**config.mk**
```make
export PLATFORM = sky130hd
export DESIGN_NAME = ec_point_add_mul_prime_field
export DESIGN_NICKNAME = d
export VERILOG_FILES = /design/src/hdl/ecpa_pkg.sv /design/src/hdl/ecpa_mulmod.sv /design/src/hdl/ec_point_add_mul_prime_field.sv
export SDC_FILE = /design/constraint.sdc
export NUM_CORES = 2
export LEC_CHECK = 0
export BUFFER_PORTS_ARGS = -buffer_cell sky130_fd_sc_hd__clkbuf_2
export CELL_PAD_IN_SITES_DETAIL_PLACEMENT = 0
export CELL_PAD_IN_SITES_GLOBAL_PLACEMENT = 2
export CORE_UTILIZATION = 41
export DETAILED_ROUTE_END_ITERATION = 12
export PLACE_DENSITY_LB_ADDON = 0.1
export SLEW_MARGIN = 20
export SYNTH_ARGS = -nofsm -noshare
export SYNTH_HDL_FRONTEND = slang
export SYNTH_SLANG_ARGS = --single-unit
```
**constraint.sdc**
```tcl
create_clock -name i_clk -period 9.27 [get_ports i_clk]
set_input_delay 0.4635 -clock i_clk [delete_from_list [all_inputs] [get_ports i_clk]]
set_output_delay 0.4635 -clock i_clk [all_outputs]
set_load 0.1 [all_outputs]
```
**src/hdl/ecpa_pkg.sv**
```systemverilog
// ----------------------------------------------------------------------------
// ecpa_pkg: shared constants for the affine curve point unit
// Default field width, command codes, register indexes and reset values.
// ----------------------------------------------------------------------------
package ecpa_pkg;

    localparam int FIELD_BITS_DEF = 16;

    localparam logic [1:0] CMD_ADD   = 2'd0;
    localparam logic [1:0] CMD_MUL   = 2'd1;
    localparam logic [1:0] CMD_CHECK = 2'd2;

    localparam logic [1:0] REG_PRIME = 2'd0;
    localparam logic [1:0] REG_A     = 2'd1;
    localparam logic [1:0] REG_B     = 2'd2;

    localparam logic [63:0] RST_PRIME = 64'd257;
    localparam logic [63:0] RST_A     = 64'd0;
    localparam logic [63:0] RST_B     = 64'd253;

endpackage

```
**src/hdl/ecpa_mulmod.sv**
```systemverilog
// ----------------------------------------------------------------------------
// ecpa_mulmod: bit-serial modular multiplier
// Computes x*y mod m, scanning x from its top bit, one bit per cycle.
// ----------------------------------------------------------------------------
module ecpa_mulmod #(
    parameter int FIELD_BITS = ecpa_pkg::FIELD_BITS_DEF
) (
    input  logic                  i_clk,
    input  logic                  i_rst_n,
    input  logic                  i_start,
    input  logic [FIELD_BITS-1:0] i_x,
    input  logic [FIELD_BITS-1:0] i_y,
    input  logic [FIELD_BITS-1:0] i_m,
    output logic                  o_done,
    output logic [FIELD_BITS-1:0] o_prod
);

    localparam int W  = FIELD_BITS;
    localparam int CW = $clog2(W + 1);

    logic          r_busy;
    logic          r_done;
    logic [CW-1:0] r_cnt;
    logic [W-1:0]  r_acc;
    logic [W-1:0]  r_xs;
    logic [W-1:0]  r_y;

    logic [W:0] dbl;
    logic [W:0] dbl_red;
    logic [W:0] sum;
    logic [W:0] sum_red;

    // Double the accumulator, reduce, then add y when the scanned bit is set.
    always_comb begin
        dbl     = {r_acc, 1'b0};
        dbl_red = (dbl >= {1'b0, i_m}) ? dbl - {1'b0, i_m} : dbl;
        sum     = dbl_red + (r_xs[W-1] ? {1'b0, r_y} : {(W+1){1'b0}});
        sum_red = (sum >= {1'b0, i_m}) ? sum - {1'b0, i_m} : sum;
    end

    always_ff @(posedge i_clk) begin
        if (!i_rst_n) begin
            r_busy <= 1'b0;
            r_done <= 1'b0;
            r_cnt  <= '0;
        end else begin
            r_done <= 1'b0;
            if (i_start) begin
                r_busy <= 1'b1;
                r_cnt  <= CW'(W);
                r_acc  <= '0;
                r_xs   <= i_x;
                r_y    <= i_y;
            end else if (r_busy) begin
                r_acc <= sum_red[W-1:0];
                r_xs  <= {r_xs[W-2:0], 1'b0};
                r_cnt <= r_cnt - 1'b1;
                if (r_cnt == CW'(1)) begin
                    r_busy <= 1'b0;
                    r_done <= 1'b1;
                end
            end
        end
    end

    assign o_done = r_done;
    assign o_prod = r_acc;

endmodule

```
**src/hdl/ec_point_add_mul_prime_field.sv**
```systemverilog
// ----------------------------------------------------------------------------
// ec_point_add_mul_prime_field: affine point add, scalar multiply, curve check
// Sequenced point arithmetic on y^2 = x^3 + a*x + b over GF(p).
// ----------------------------------------------------------------------------
// This block takes one command at a time and holds o_in_stall high until it
// has finished. All products run on one bit-serial modular multiplier;
// additions and subtractions mod p are combinational.
// Operand reduction costs six products. A point add costs at most
// 2*FIELD_BITS + 5 products, since the slope inverse is d^(p-2) by
// square-and-multiply. A scalar multiply by n runs n - 1 point adds, so it
// scales linearly in n. The curve check is four products. A finished result
// waits in an output register, and the next command is taken while that
// result is still waiting.
module ec_point_add_mul_prime_field #(
    parameter int FIELD_BITS = ecpa_pkg::FIELD_BITS_DEF
) (
    input  logic                  i_clk,
    input  logic                  i_rst_n,
    input  logic                  i_cfg_we,
    input  logic [1:0]            i_cfg_idx,
    input  logic [FIELD_BITS-1:0] i_cfg_data,
    input  logic                  i_in_valid,
    output logic                  o_in_stall,
    input  logic [1:0]            i_cmd,
    input  logic [FIELD_BITS-1:0] i_first_x,
    input  logic [FIELD_BITS-1:0] i_first_y,
    input  logic [FIELD_BITS-1:0] i_second_x,
    input  logic [FIELD_BITS-1:0] i_second_y,
    input  logic [FIELD_BITS-1:0] i_scalar,
    output logic                  o_out_valid,
    input  logic                  i_out_stall,
    output logic [FIELD_BITS-1:0] o_result_x,
    output logic [FIELD_BITS-1:0] o_result_y,
    output logic                  o_on_curve,
    output logic                  o_degenerate,
    output logic                  o_bad_scalar
);

    localparam int W = FIELD_BITS;

    typedef enum logic [4:0] {
        S_IDLE, S_MWAIT, S_RA, S_RB, S_RPX, S_RPY, S_RQX, S_RQY, S_DISP,
        S_MLOOP, S_ADD0, S_D1, S_D2, S_P0, S_PL, S_PA, S_PB, S_PC,
        S_L0, S_L1, S_L2, S_L3, S_L4, S_C1, S_C2, S_C3, S_C4, S_DONE
    } t_state;

    // Configuration registers.
    logic [W-1:0] r_cfg_p;
    logic [W-1:0] r_cfg_a;
    logic [W-1:0] r_cfg_b;

    t_state       r_state;
    t_state       r_ret;
    logic [1:0]   r_cmd;
    logic [W-1:0] r_m;
    logic [W-1:0] r_a;
    logic [W-1:0] r_b;
    logic [W-1:0] r_px;
    logic [W-1:0] r_py;
    logic [W-1:0] r_qx;
    logic [W-1:0] r_qy;
    logic [W-1:0] r_n;
    logic [W-1:0] r_ux;
    logic [W-1:0] r_uy;
    logic [W-1:0] r_vx;
    logic [W-1:0] r_vy;
    logic [W-1:0] r_num;
    logic [W-1:0] r_den;
    logic [W-1:0] r_pacc;
    logic [W-1:0] r_base;
    logic [W-1:0] r_exp;
    logic [W-1:0] r_lam;
    logic [W-1:0] r_x3;
    logic [W-1:0] r_rx;
    logic [W-1:0] r_ry;
    logic         r_oc;
    logic         r_dg;
    logic         r_bs;

    logic         r_mstart;
    logic [W-1:0] r_mx;
    logic [W-1:0] r_my;
    logic         mul_done;
    logic [W-1:0] mul_prod;

    logic         r_out_valid;
    logic [W-1:0] r_out_x;
    logic [W-1:0] r_out_y;
    logic         r_out_oc;
    logic         r_out_dg;
    logic         r_out_bs;

    logic         in_xfer;
    logic [W-1:0] cfg_m;
    logic [W-1:0] three;
    logic         same_pt;

    function automatic logic [W-1:0] add_m(input logic [W-1:0] x, input logic [W-1:0] y,
                                           input logic [W-1:0] m);
        logic [W:0] s;
        s = {1'b0, x} + {1'b0, y};
        if (s >= {1'b0, m}) begin
            s = s - {1'b0, m};
        end
        return s[W-1:0];
    endfunction

    function automatic logic [W-1:0] sub_m(input logic [W-1:0] x, input logic [W-1:0] y,
                                           input logic [W-1:0] m);
        logic [W:0] s;
        if (x >= y) begin
            s = {1'b0, x} - {1'b0, y};
        end else begin
            s = {1'b0, x} + {1'b0, m} - {1'b0, y};
        end
        return s[W-1:0];
    endfunction

    // A modulus below three is taken as three.
    assign cfg_m   = (r_cfg_p < W'(3)) ? W'(3) : r_cfg_p;
    assign three   = (r_m == W'(3)) ? '0 : W'(3);
    assign same_pt = (r_ux == r_vx) && (r_uy == r_vy);
    assign in_xfer = i_in_valid && !o_in_stall;

    assign o_in_stall = (r_state != S_IDLE);

    always_ff @(posedge i_clk) begin
        if (!i_rst_n) begin
            r_cfg_p <= W'(ecpa_pkg::RST_PRIME);
            r_cfg_a <= W'(ecpa_pkg::RST_A);
            r_cfg_b <= W'(ecpa_pkg::RST_B);
        end else if (i_cfg_we) begin
            case (i_cfg_idx)
                ecpa_pkg::REG_PRIME: r_cfg_p <= i_cfg_data;
                ecpa_pkg::REG_A:     r_cfg_a <= i_cfg_data;
                ecpa_pkg::REG_B:     r_cfg_b <= i_cfg_data;
                default: ;
            endcase
        end
    end

    ecpa_mulmod #(
        .FIELD_BITS(W)
    ) u_mul (
        .i_clk   (i_clk),
        .i_rst_n (i_rst_n),
        .i_start (r_mstart),
        .i_x     (r_mx),
        .i_y     (r_my),
        .i_m     (r_m),
        .o_done  (mul_done),
        .o_prod  (mul_prod)
    );

    // Sequencer. A state that needs a product loads the multiplier operands,
    // names its follow-up state in r_ret and parks in S_MWAIT until the
    // product is ready. Reducing a value mod p is a product by one.
    always_ff @(posedge i_clk) begin
        if (!i_rst_n) begin
            r_state     <= S_IDLE;
            r_ret       <= S_IDLE;
            r_mstart    <= 1'b0;
            r_out_valid <= 1'b0;
        end else begin
            r_mstart <= 1'b0;
            if (r_out_valid && !i_out_stall) begin
                r_out_valid <= 1'b0;
            end
            case (r_state)
                S_IDLE: begin
                    if (in_xfer) begin
                        r_cmd   <= i_cmd;
                        r_m     <= cfg_m;
                        r_px    <= i_first_x;
                        r_py    <= i_first_y;
                        r_qx    <= i_second_x;
                        r_qy    <= i_second_y;
                        r_n     <= i_scalar;
                        r_rx    <= '0;
                        r_ry    <= '0;
                        r_oc    <= 1'b0;
                        r_dg    <= 1'b0;
                        r_bs    <= 1'b0;
                        r_state <= S_RA;
                    end
                end
                S_MWAIT: begin
                    if (mul_done) begin
                        r_state <= r_ret;
                    end
                end
                S_RA: begin
                    r_mx <= r_cfg_a; r_my <= W'(1); r_mstart <= 1'b1;
                    r_ret <= S_RB; r_state <= S_MWAIT;
                end
                S_RB: begin
                    r_a <= mul_prod;
                    r_mx <= r_cfg_b; r_my <= W'(1); r_mstart <= 1'b1;
                    r_ret <= S_RPX; r_state <= S_MWAIT;
                end
                S_RPX: begin
                    r_b <= mul_prod;
                    r_mx <= r_px; r_my <= W'(1); r_mstart <= 1'b1;
                    r_ret <= S_RPY; r_state <= S_MWAIT;
                end
                S_RPY: begin
                    r_px <= mul_prod;
                    r_mx <= r_py; r_my <= W'(1); r_mstart <= 1'b1;
                    r_ret <= S_RQX; r_state <= S_MWAIT;
                end
                S_RQX: begin
                    r_py <= mul_prod;
                    r_mx <= r_qx; r_my <= W'(1); r_mstart <= 1'b1;
                    r_ret <= S_RQY; r_state <= S_MWAIT;
                end
                S_RQY: begin
                    r_qx <= mul_prod;
                    r_mx <= r_qy; r_my <= W'(1); r_mstart <= 1'b1;
                    r_ret <= S_DISP; r_state <= S_MWAIT;
                end
                S_DISP: begin
                    r_qy <= mul_prod;
                    case (r_cmd)
                        ecpa_pkg::CMD_ADD: begin
                            r_ux <= r_px; r_uy <= r_py;
                            r_vx <= r_qx; r_vy <= mul_prod;
                            r_state <= S_ADD0;
                        end
                        ecpa_pkg::CMD_MUL: begin
                            if (r_n == '0) begin
                                r_bs    <= 1'b1;
                                r_state <= S_DONE;
                            end else begin
                                r_rx    <= r_px;
                                r_ry    <= r_py;
                                r_n     <= r_n - 1'b1;
                                r_state <= S_MLOOP;
                            end
                        end
                        ecpa_pkg::CMD_CHECK: begin
                            r_mx <= r_py; r_my <= r_py; r_mstart <= 1'b1;
                            r_ret <= S_C1; r_state <= S_MWAIT;
                        end
                        default: r_state <= S_DONE;
                    endcase
                end
                S_MLOOP: begin
                    if (r_n == '0) begin
                        r_state <= S_DONE;
                    end else begin
                        r_ux <= r_rx; r_uy <= r_ry;
                        r_vx <= r_px; r_vy <= r_py;
                        r_state <= S_ADD0;
                    end
                end
                // Point add of (ux, uy) and (vx, vy).
                S_ADD0: begin
                    if (same_pt) begin
                        r_mx <= r_ux; r_my <= r_ux; r_mstart <= 1'b1;
                        r_ret <= S_D1; r_state <= S_MWAIT;
                    end else begin
                        r_num   <= sub_m(r_vy, r_uy, r_m);
                        r_den   <= sub_m(r_vx, r_ux, r_m);
                        r_state <= S_P0;
                    end
                end
                S_D1: begin
                    r_mx <= three; r_my <= mul_prod; r_mstart <= 1'b1;
                    r_ret <= S_D2; r_state <= S_MWAIT;
                end
                S_D2: begin
                    r_num   <= add_m(mul_prod, r_a, r_m);
                    r_den   <= add_m(r_uy, r_uy, r_m);
                    r_state <= S_P0;
                end
                S_P0: begin
                    r_pacc  <= W'(1);
                    r_base  <= r_den;
                    r_exp   <= r_m - W'(2);
                    r_state <= S_PL;
                end
                S_PL: begin
                    if (r_exp == '0) begin
                        r_state <= S_L0;
                    end else if (r_exp[0]) begin
                        r_mx <= r_pacc; r_my <= r_base; r_mstart <= 1'b1;
                        r_ret <= S_PA; r_state <= S_MWAIT;
                    end else begin
                        r_state <= S_PB;
                    end
                end
                S_PA: begin
                    r_pacc  <= mul_prod;
                    r_state <= S_PB;
                end
                S_PB: begin
                    r_mx <= r_base; r_my <= r_base; r_mstart <= 1'b1;
                    r_ret <= S_PC; r_state <= S_MWAIT;
                end
                S_PC: begin
                    r_base  <= mul_prod;
                    r_exp   <= r_exp >> 1;
                    r_state <= S_PL;
                end
                S_L0: begin
                    r_mx <= r_num; r_my <= r_pacc; r_mstart <= 1'b1;
                    r_ret <= S_L1; r_state <= S_MWAIT;
                end
                S_L1: begin
                    r_lam <= mul_prod;
                    r_mx <= mul_prod; r_my <= mul_prod; r_mstart <= 1'b1;
                    r_ret <= S_L2; r_state <= S_MWAIT;
                end
                S_L2: begin
                    r_x3    <= sub_m(sub_m(mul_prod, r_ux, r_m), r_vx, r_m);
                    r_state <= S_L3;
                end
                S_L3: begin
                    r_mx <= r_lam; r_my <= sub_m(r_ux, r_x3, r_m); r_mstart <= 1'b1;
                    r_ret <= S_L4; r_state <= S_MWAIT;
                end
                S_L4: begin
                    r_rx <= r_x3;
                    r_ry <= sub_m(mul_prod, r_uy, r_m);
                    if (r_den == '0) begin
                        r_dg <= 1'b1;
                    end
                    if (r_cmd == ecpa_pkg::CMD_ADD) begin
                        r_state <= S_DONE;
                    end else begin
                        r_n     <= r_n - 1'b1;
                        r_state <= S_MLOOP;
                    end
                end
                // Curve check: y^2 against x^3 + a*x + b.
                S_C1: begin
                    r_num <= mul_prod;
                    r_mx <= r_px; r_my <= r_px; r_mstart <= 1'b1;
                    r_ret <= S_C2; r_state <= S_MWAIT;
                end
                S_C2: begin
                    r_mx <= mul_prod; r_my <= r_px; r_mstart <= 1'b1;
                    r_ret <= S_C3; r_state <= S_MWAIT;
                end
                S_C3: begin
                    r_den <= mul_prod;
                    r_mx <= r_a; r_my <= r_px; r_mstart <= 1'b1;
                    r_ret <= S_C4; r_state <= S_MWAIT;
                end
                S_C4: begin
                    r_oc    <= (r_num == add_m(add_m(r_den, mul_prod, r_m), r_b, r_m));
                    r_state <= S_DONE;
                end
                S_DONE: begin
                    // Hand over to the output register once it is free.
                    if (!r_out_valid || !i_out_stall) begin
                        r_out_valid <= 1'b1;
                        r_out_x     <= r_rx;
                        r_out_y     <= r_ry;
                        r_out_oc    <= r_oc;
                        r_out_dg    <= r_dg;
                        r_out_bs    <= r_bs;
                        r_state     <= S_IDLE;
                    end
                end
                default: r_state <= S_IDLE;
            endcase
        end
    end

    assign o_out_valid  = r_out_valid;
    assign o_result_x   = r_out_x;
    assign o_result_y   = r_out_y;
    assign o_on_curve   = r_out_oc;
    assign o_degenerate = r_out_dg;
    assign o_bad_scalar = r_out_bs;

    // An accepted command always keeps the block busy in the next cycle.
    a_busy_after_accept: assert property (@(posedge i_clk) disable iff (!i_rst_n)
        in_xfer |=> (r_state != S_IDLE))
        else $error("block idle right after accepting a command");

    // A zero scalar gives the origin as its result.
    a_bad_scalar_zero: assert property (@(posedge i_clk) disable iff (!i_rst_n)
        (r_out_valid && r_out_bs) |-> (r_out_x == '0 && r_out_y == '0 && !r_out_dg))
        else $error("bad scalar result is not zero");

    // The curve check raises no arithmetic flags and returns no point.
    a_check_clean: assert property (@(posedge i_clk) disable iff (!i_rst_n)
        (r_out_valid && r_out_oc) |-> (!r_out_dg && !r_out_bs && r_out_x == '0))
        else $error("curve check result carries stray fields");

endmodule

```
## Word-level counts from Yosys, hierarchy flattened

Cells that the tools add are included.

- $add $sub $neg: 31
- Eq/ne operators: 51
- Mux-type cells: 105
- Bitwise gates (word level): 2
- $lt $le $gt $ge: 13
- Reduce and logical (&&, ||, !) cells: 68

Operators with widths:

| kind | count |
|---|---|
| two-way mux 16 bit | 48 |
| case mux 16 bit (2 select lines) | 11 |
| subtractor 16 bit | 17 |
| case mux 16 bit (15 select lines) | 1 |
| case mux 16 bit (3 select lines) | 5 |
| case mux 16 bit (9 select lines) | 1 |
| greater-or-equal comparator 17 x 16 -> 1 bit | 6 |
| greater-or-equal comparator 16 bit | 6 |
| case mux 5 bit (17 select lines) | 1 |
| adder 16 bit | 5 |
| two-way mux 5 bit | 14 |
| case mux 5 bit (14 select lines) | 1 |
| adder 16 x 16 -> 17 bit | 4 |
| equality test 5 bit, second input constant | 12 |
| equality test 16 bit | 3 |
| zero test 16 bit | 3 |
| equality test 5 x 4 -> 1 bit, second input constant | 8 |
| AND reduction 3 bit | 10 |
| inequality test 2 bit, second input constant | 13 |
| AND reduction 2 bit | 11 |
| equality test 5 x 3 -> 1 bit, second input constant | 4 |
| nonzero test 2 bit | 10 |
| AND reduction 6 bit | 3 |
| adder 17 x 16 -> 17 bit | 1 |
| 35 further kinds | 72 |

- Output and inout bits: 37
- Register bits: 523
- Word-level logic and storage cells: 316

## Logic depth before layout (Yosys ltp)

- Word-level depth: 12
- Depth in mapped cells: 45
- Depth with buffers taken out: 42

## Modules after synthesis

A second synthesis with hierarchy kept.

- Cell total of the unflattened synthesis: 4504
- Area, all modules: 42370.6 um^2

By module, submodules not included:

| module | instances | area each (um^2) | cells an instance |
|---|---|---|---|
| ec_point_add_mul_prime_field | 1 | 37328.3 | 3972 |
| ecpa_mulmod | 1 | 5042.3 | 532 |

## Worst setup path before layout

OpenSTA, ideal clock, no wires.

- Path type: register to register
- Start: register u_mul.r_acc[1] (netlist: u_mul.o_prod[1])
- End: register r_oc, data pin
- Path buffers: 2
- Setup time: 167 ps
- Cell stages (with the launch flop): 43
- Setup slack: 710 ps
- Clock period less this slack: 8560 ps
- Data arrival time: 8392 ps
- Data required time: 9103 ps
- Cell sequence: edfxtp_1 -> ha_1 -> a21o_1 -> a21oi_1 -> o21a_1 -> o31ai_1 -> nand4_1 -> nand3_1 -> o21a_1 -> or2_2 -> xor2_1 -> ha_1 -> nand4_1 -> nor2_1 -> nand2_1 -> nor3_1 -> or3_1 -> a31o_2 -> (+7 left out) -> a21o_1 -> o2bb2ai_1 -> o41a_1 -> a31oi_1 -> o21ai_1 -> xnor2_1 -> ha_1 -> nand4_1 -> nor4_1 -> nor3_1 -> and3_1 -> a22o_1 -> a21boi_2 -> mux2i_1 -> a221o_1 -> and4bb_1 -> o2111ai_1 -> a211oi_1

- Longest elaborated chain between the ends: 12
- Elaborated cells between the ends (all ways): 14
- Those cells by class: add/sub (4); order compare (2); eq/ne (1); mux (7)

RTL lines:

| item | line | source |
|---|---|---|
| start, declared | ecpa_mulmod.sv:24 | `logic [W-1:0] r_acc;` |
| start signal, assigned | ecpa_mulmod.sv:55 | `r_acc <= sum_red[W-1:0];` |
| adder 16 x 16 -> 17 bit * | ec_point_add_mul_prime_field.sv:101 | `s = {1'b0, x} + {1'b0, y};` |
| subtractor 16 bit or greater-or-equal comparator 17 x 16 -> 1 bit (tied branches) | ec_point_add_mul_prime_field.sv:103, ec_point_add_mul_prime_field.sv:102 |  |
| two-way mux 16 bit * | ec_point_add_mul_prime_field.sv:102 | `if (s >= {1'b0, m}) begin` |
| two-way mux 16 bit * | ec_point_add_mul_prime_field.sv:169 | `case (r_state)` |
| two-way mux 16 bit * | ec_point_add_mul_prime_field.sv:159 | `if (!i_rst_n) begin` |
| adder 16 x 16 -> 17 bit * | ec_point_add_mul_prime_field.sv:101 |  |
| subtractor 16 bit or greater-or-equal comparator 17 x 16 -> 1 bit (tied branches) | ec_point_add_mul_prime_field.sv:103, ec_point_add_mul_prime_field.sv:102 |  |
| two-way mux 16 bit * | ec_point_add_mul_prime_field.sv:102 |  |
| two-way mux 16 bit * | ec_point_add_mul_prime_field.sv:169 |  |
| two-way mux 16 bit * | ec_point_add_mul_prime_field.sv:159 |  |
| equality test 16 bit * | ec_point_add_mul_prime_field.sv:351 | `r_oc <= (r_num == add_m(add_m(r_den, mul_prod, r_m), r_b, r_m));` |
| case mux 1 bit (2 select lines) * | ec_point_add_mul_prime_field.sv:169 |  |
| end signal, assigned | ec_point_add_mul_prime_field.sv:351 |  |
| end, declared | ec_point_add_mul_prime_field.sv:76 | `logic r_oc;` |

Mark *: on every way between the ends. The rest lies on a longest branch, timed or not. The select of a mux whose other input is x is not followed.
A chain may end at the register's enable or synchronous reset.

## Final worst setup path

- Start: register r_den[1]
- End: register r_oc, data pin

- Longest elaborated chain between the ends: 12
- Elaborated cells between the ends (all ways): 14
- Those cells by class: add/sub (4); order compare (2); eq/ne (1); mux (7)

RTL lines:

| item | line | source |
|---|---|---|
| start, declared | ec_point_add_mul_prime_field.sv:68 | `logic [W-1:0] r_den;` |
| start signal, assigned | ec_point_add_mul_prime_field.sv:263 | `r_den <= sub_m(r_vx, r_ux, r_m);` |
| start signal, assigned | ec_point_add_mul_prime_field.sv:273 | `r_den <= add_m(r_uy, r_uy, r_m);` |
| start signal, assigned | ec_point_add_mul_prime_field.sv:346 | `r_den <= mul_prod;` |
| adder 16 x 16 -> 17 bit * | ec_point_add_mul_prime_field.sv:101 |  |
| subtractor 16 bit or greater-or-equal comparator 17 x 16 -> 1 bit (tied branches) | ec_point_add_mul_prime_field.sv:103, ec_point_add_mul_prime_field.sv:102 |  |
| two-way mux 16 bit * | ec_point_add_mul_prime_field.sv:102 |  |
| two-way mux 16 bit * | ec_point_add_mul_prime_field.sv:169 |  |
| two-way mux 16 bit * | ec_point_add_mul_prime_field.sv:159 |  |
| adder 16 x 16 -> 17 bit * | ec_point_add_mul_prime_field.sv:101 |  |
| subtractor 16 bit or greater-or-equal comparator 17 x 16 -> 1 bit (tied branches) | ec_point_add_mul_prime_field.sv:103, ec_point_add_mul_prime_field.sv:102 |  |
| two-way mux 16 bit * | ec_point_add_mul_prime_field.sv:102 |  |
| two-way mux 16 bit * | ec_point_add_mul_prime_field.sv:169 |  |
| two-way mux 16 bit * | ec_point_add_mul_prime_field.sv:159 |  |
| equality test 16 bit * | ec_point_add_mul_prime_field.sv:351 |  |
| case mux 1 bit (2 select lines) * | ec_point_add_mul_prime_field.sv:169 |  |

Marked as above.

==> results_dict.tcl <==
set metrics [dict create \
    status "complete, no violations" \
    ys_ff_latch 523 \
    cts_buffer_depth 3 \
    overflow 0 \
    grt_pass1_vias 33700 \
    synth.top_cell.area_share_pct 33.0 \
    die_area_um2 103000 \
    reg2reg_slack_ps 550 \
    crit_arrival_ps 9270 \
    wl_met3_um 17800 \
    initial_utilization_pct 41.4 \
    tritoncts "built" \
    crit_path_top_delay_cell "edfxtp_1" \
    syn_nets 4924 \
    cpPeakStageDelay_ps 450 \
    layout.nets 5108 \
    cp.required_ps 9810 \
    final_cell_mix "edfxtp_1, nand2_1, a21oi_1, ha_1, nor2_1" \
    final_layout_size_suffix_gt1_share_pct 13.4 \
    whs_ps 30.4 \
    grt_usage_pct 36.0 \
    period_needed_ps 8720 \
    synth_area_um2 41500 \
    hold_viol 0 \
    holdPathStages 3 \
    place_inst 5842 \
    cts_root_buf "clkbuf_16" \
    drv_cap 0 \
    wirelength_um 188000 \
    critPathBufInv 1 \
    async_flop_share_pct 0 \
    reg2reg_to "r_oc$_SDFFCE_PP0P_" \
    place_area_um2 44400 \
    final_cells 5973 \
    syn_inst 4374 \
    ys_warn_count 0 \
    design.core.area_um2 100000 \
    drt-initial-drc-count 4514 \
    postLayoutCellArea_um2 46800 \
    yosysTopAreaCell "edfxtp_1" \
    worst_skew_pair.late_latency_ps 710 \
    ys.flop_type "edfxtp_1" \
    area_growth_pct 12.5 \
    grt_max_degree 67 \
    setup_violations 0 \
    io_pins 142 \
    antenna_found_initial 21 \
    portBuffers 141 \
    wl_met1_um 79800 \
    slew_headroom_pct 13.7 \
    seq_area_frac_synth_pct 36.2 \
    fmax_ghz 0.115 \
    dr.max_layer_used "met5" \
    r2r-start "r_den[1]$_DFFE_PP_" \
    clkTransAtPathRegs_ps 70 \
    worst_slew_pin_slew_ps 1280 \
    nFillCells 9659 \
    hpwl_um 147000 \
    drv_slew 0 \
    cts_htree_levels 2 \
    synth_edf_count 456 \
    drc 0 \
    avgSynthCellArea_um2 9.50 \
    endpoint_kind "flip-flop" \
    layout_commonest_cell "edfxtp_1" \
    fin_setup_tns_ps 0 \
    wl_per_cell_um 31.6 \
    critical_path_class "reg2reg" \
    firstDrtPassIters 7 \
    num_vias 36500 \
    startpoint_type "flip-flop" \
    worstHoldEndpoint "r_qy[8]$_DFFE_PP_" \
    dieWidth_um 320 \
    cp_common_cell "a21o_1" \
    grt_pass1_wl_um 259000 \
    die_y_um 320 \
    yosysUniqueCellTypes 94 \
    hp-class "in2reg" \
    path_max_fanout 8 \
    rsz0062_at_grt "false" \
    wl_met2_um 79800 \
    numCtsBuffers 61 \
    r2r_cells 41 \
    clock_sinks 523 \
    fp-row-count 116 \
    min_from "i_second_y[8]" \
    postRouteAntennaNets 0 \
    via_per_inst 6.10 \
    critical_path.top_delay_family "compound AO/OA/AOI/OAI gates" \
    synthTopCellsByArea "edfxtp_1, ha_1, xnor2_1, a21oi_1, mux2_2" \
    place_congestion 1.01 \
    fin_crit_sh_pct 94.1 \
    finClkSkew_ps 52.5 \
]
## worst min-delay path, delay by kind of cell
| kind | cells | cell delay (ps) |
|---|---|---|
| simple gates | 2 | 90 |
| buf+inv | 1 | 80 |
## synthesized netlist by cell type, types with 32 or more instances
cell / n
inv_1: 291
o21a_1: 51
xor2_1: 111
dfxtp_1: 67
and2_1: 42
o21ai_0: 236
a221oi_1: 39
nor3_1: 88
fa_1: 79
xnor2_1: 229
nand4_1: 57
nor4_1: 32
a21oi_1: 369
clkbuf_1: 140
edfxtp_1: 456
o21bai_1: 35
a22oi_1: 53
mux2_2: 159
nor2b_1: 66
nand2b_1: 36
mux2i_1: 52
a21o_1: 88
nand3_1: 71
ha_1: 366
nand2_1: 403
nor2_1: 337
## routing by layer
metal,track usage [%],vias up
li1,-,16500
met1,49.4,17700
met2,53.5,1877
met3,7.89,416
met4,17.6,14
met5,0,-
## worst max-delay path by stage
stage          cells past startpoint  slack [ps]                  to                     startpoint
4_1_cts                           41         140  r_oc$_SDFFCE_PP0P_             r_den[0]$_DFFE_PP_
3_3_place_gp                      40         250  r_oc$_SDFFCE_PP0P_             r_den[1]$_DFFE_PP_
3_5_place_dp                      40         120  r_oc$_SDFFCE_PP0P_             r_den[1]$_DFFE_PP_
5_1_grt                           42          40  r_oc$_SDFFCE_PP0P_             r_den[0]$_DFFE_PP_
6_report                          41         550  r_oc$_SDFFCE_PP0P_             r_den[1]$_DFFE_PP_
2_1_floorplan                     42         710  r_oc$_SDFFCE_PP0P_  u_mul.o_prod[1]$_SDFFCE_PP0P_
## layout make-up
class / count / area (µm²) / share of cell area (%)
clock buffer: 74 / 1620 / 3.45
tap: 1357 / 1700 / 3.63
timing repair buffer: 287 / 1810 / 3.86
sequential: 523 / 15000 / 32.2
antenna: 8 / 20.0 / 0.0428
multi-input combinational: 3392 / 25000 / 53.5
clock inverter: 39 / 489 / 1.05
inverter: 293 / 1100 / 2.35
## per-stage QoR
stage          utilization (%)  worst slack [ps]
6_report                  46.6               546
5_1_grt                   46.6              35.5
4_1_cts                   46.4               143
3_5_place_dp              44.3               123
3_3_place_gp              44.3               246
2_1_floorplan                -               710
## cells by family after synthesis
| kind of cell | after synthesis | synth area share (%) |
|---|---|---|
| flip-flops | 523 | 36.2 |
| AO/OA/AOI/OAI | 1166 | 18.3 |
| buffers and inverters | 460 | 4.22 |
| multiplexers | 211 | 5.56 |
| AND/OR/NAND/NOR | 1228 | 13.7 |
| adder cells (fa/ha/maj) | 445 | 14.8 |
| XOR/XNOR | 341 | 7.22 |
## repair_timing
action / CTS / global route
endpoints found under the hold margin: 2 / 0
hold buffers: 2 / 0
endpoints found under the setup margin: 0 / 1
resized for setup: 0 / 21
setup buffers: 0 / 7
Power is left out: the tool's default activity adds up to more than one toggle a clock period on the data nets, which glitch-free logic cannot reach.
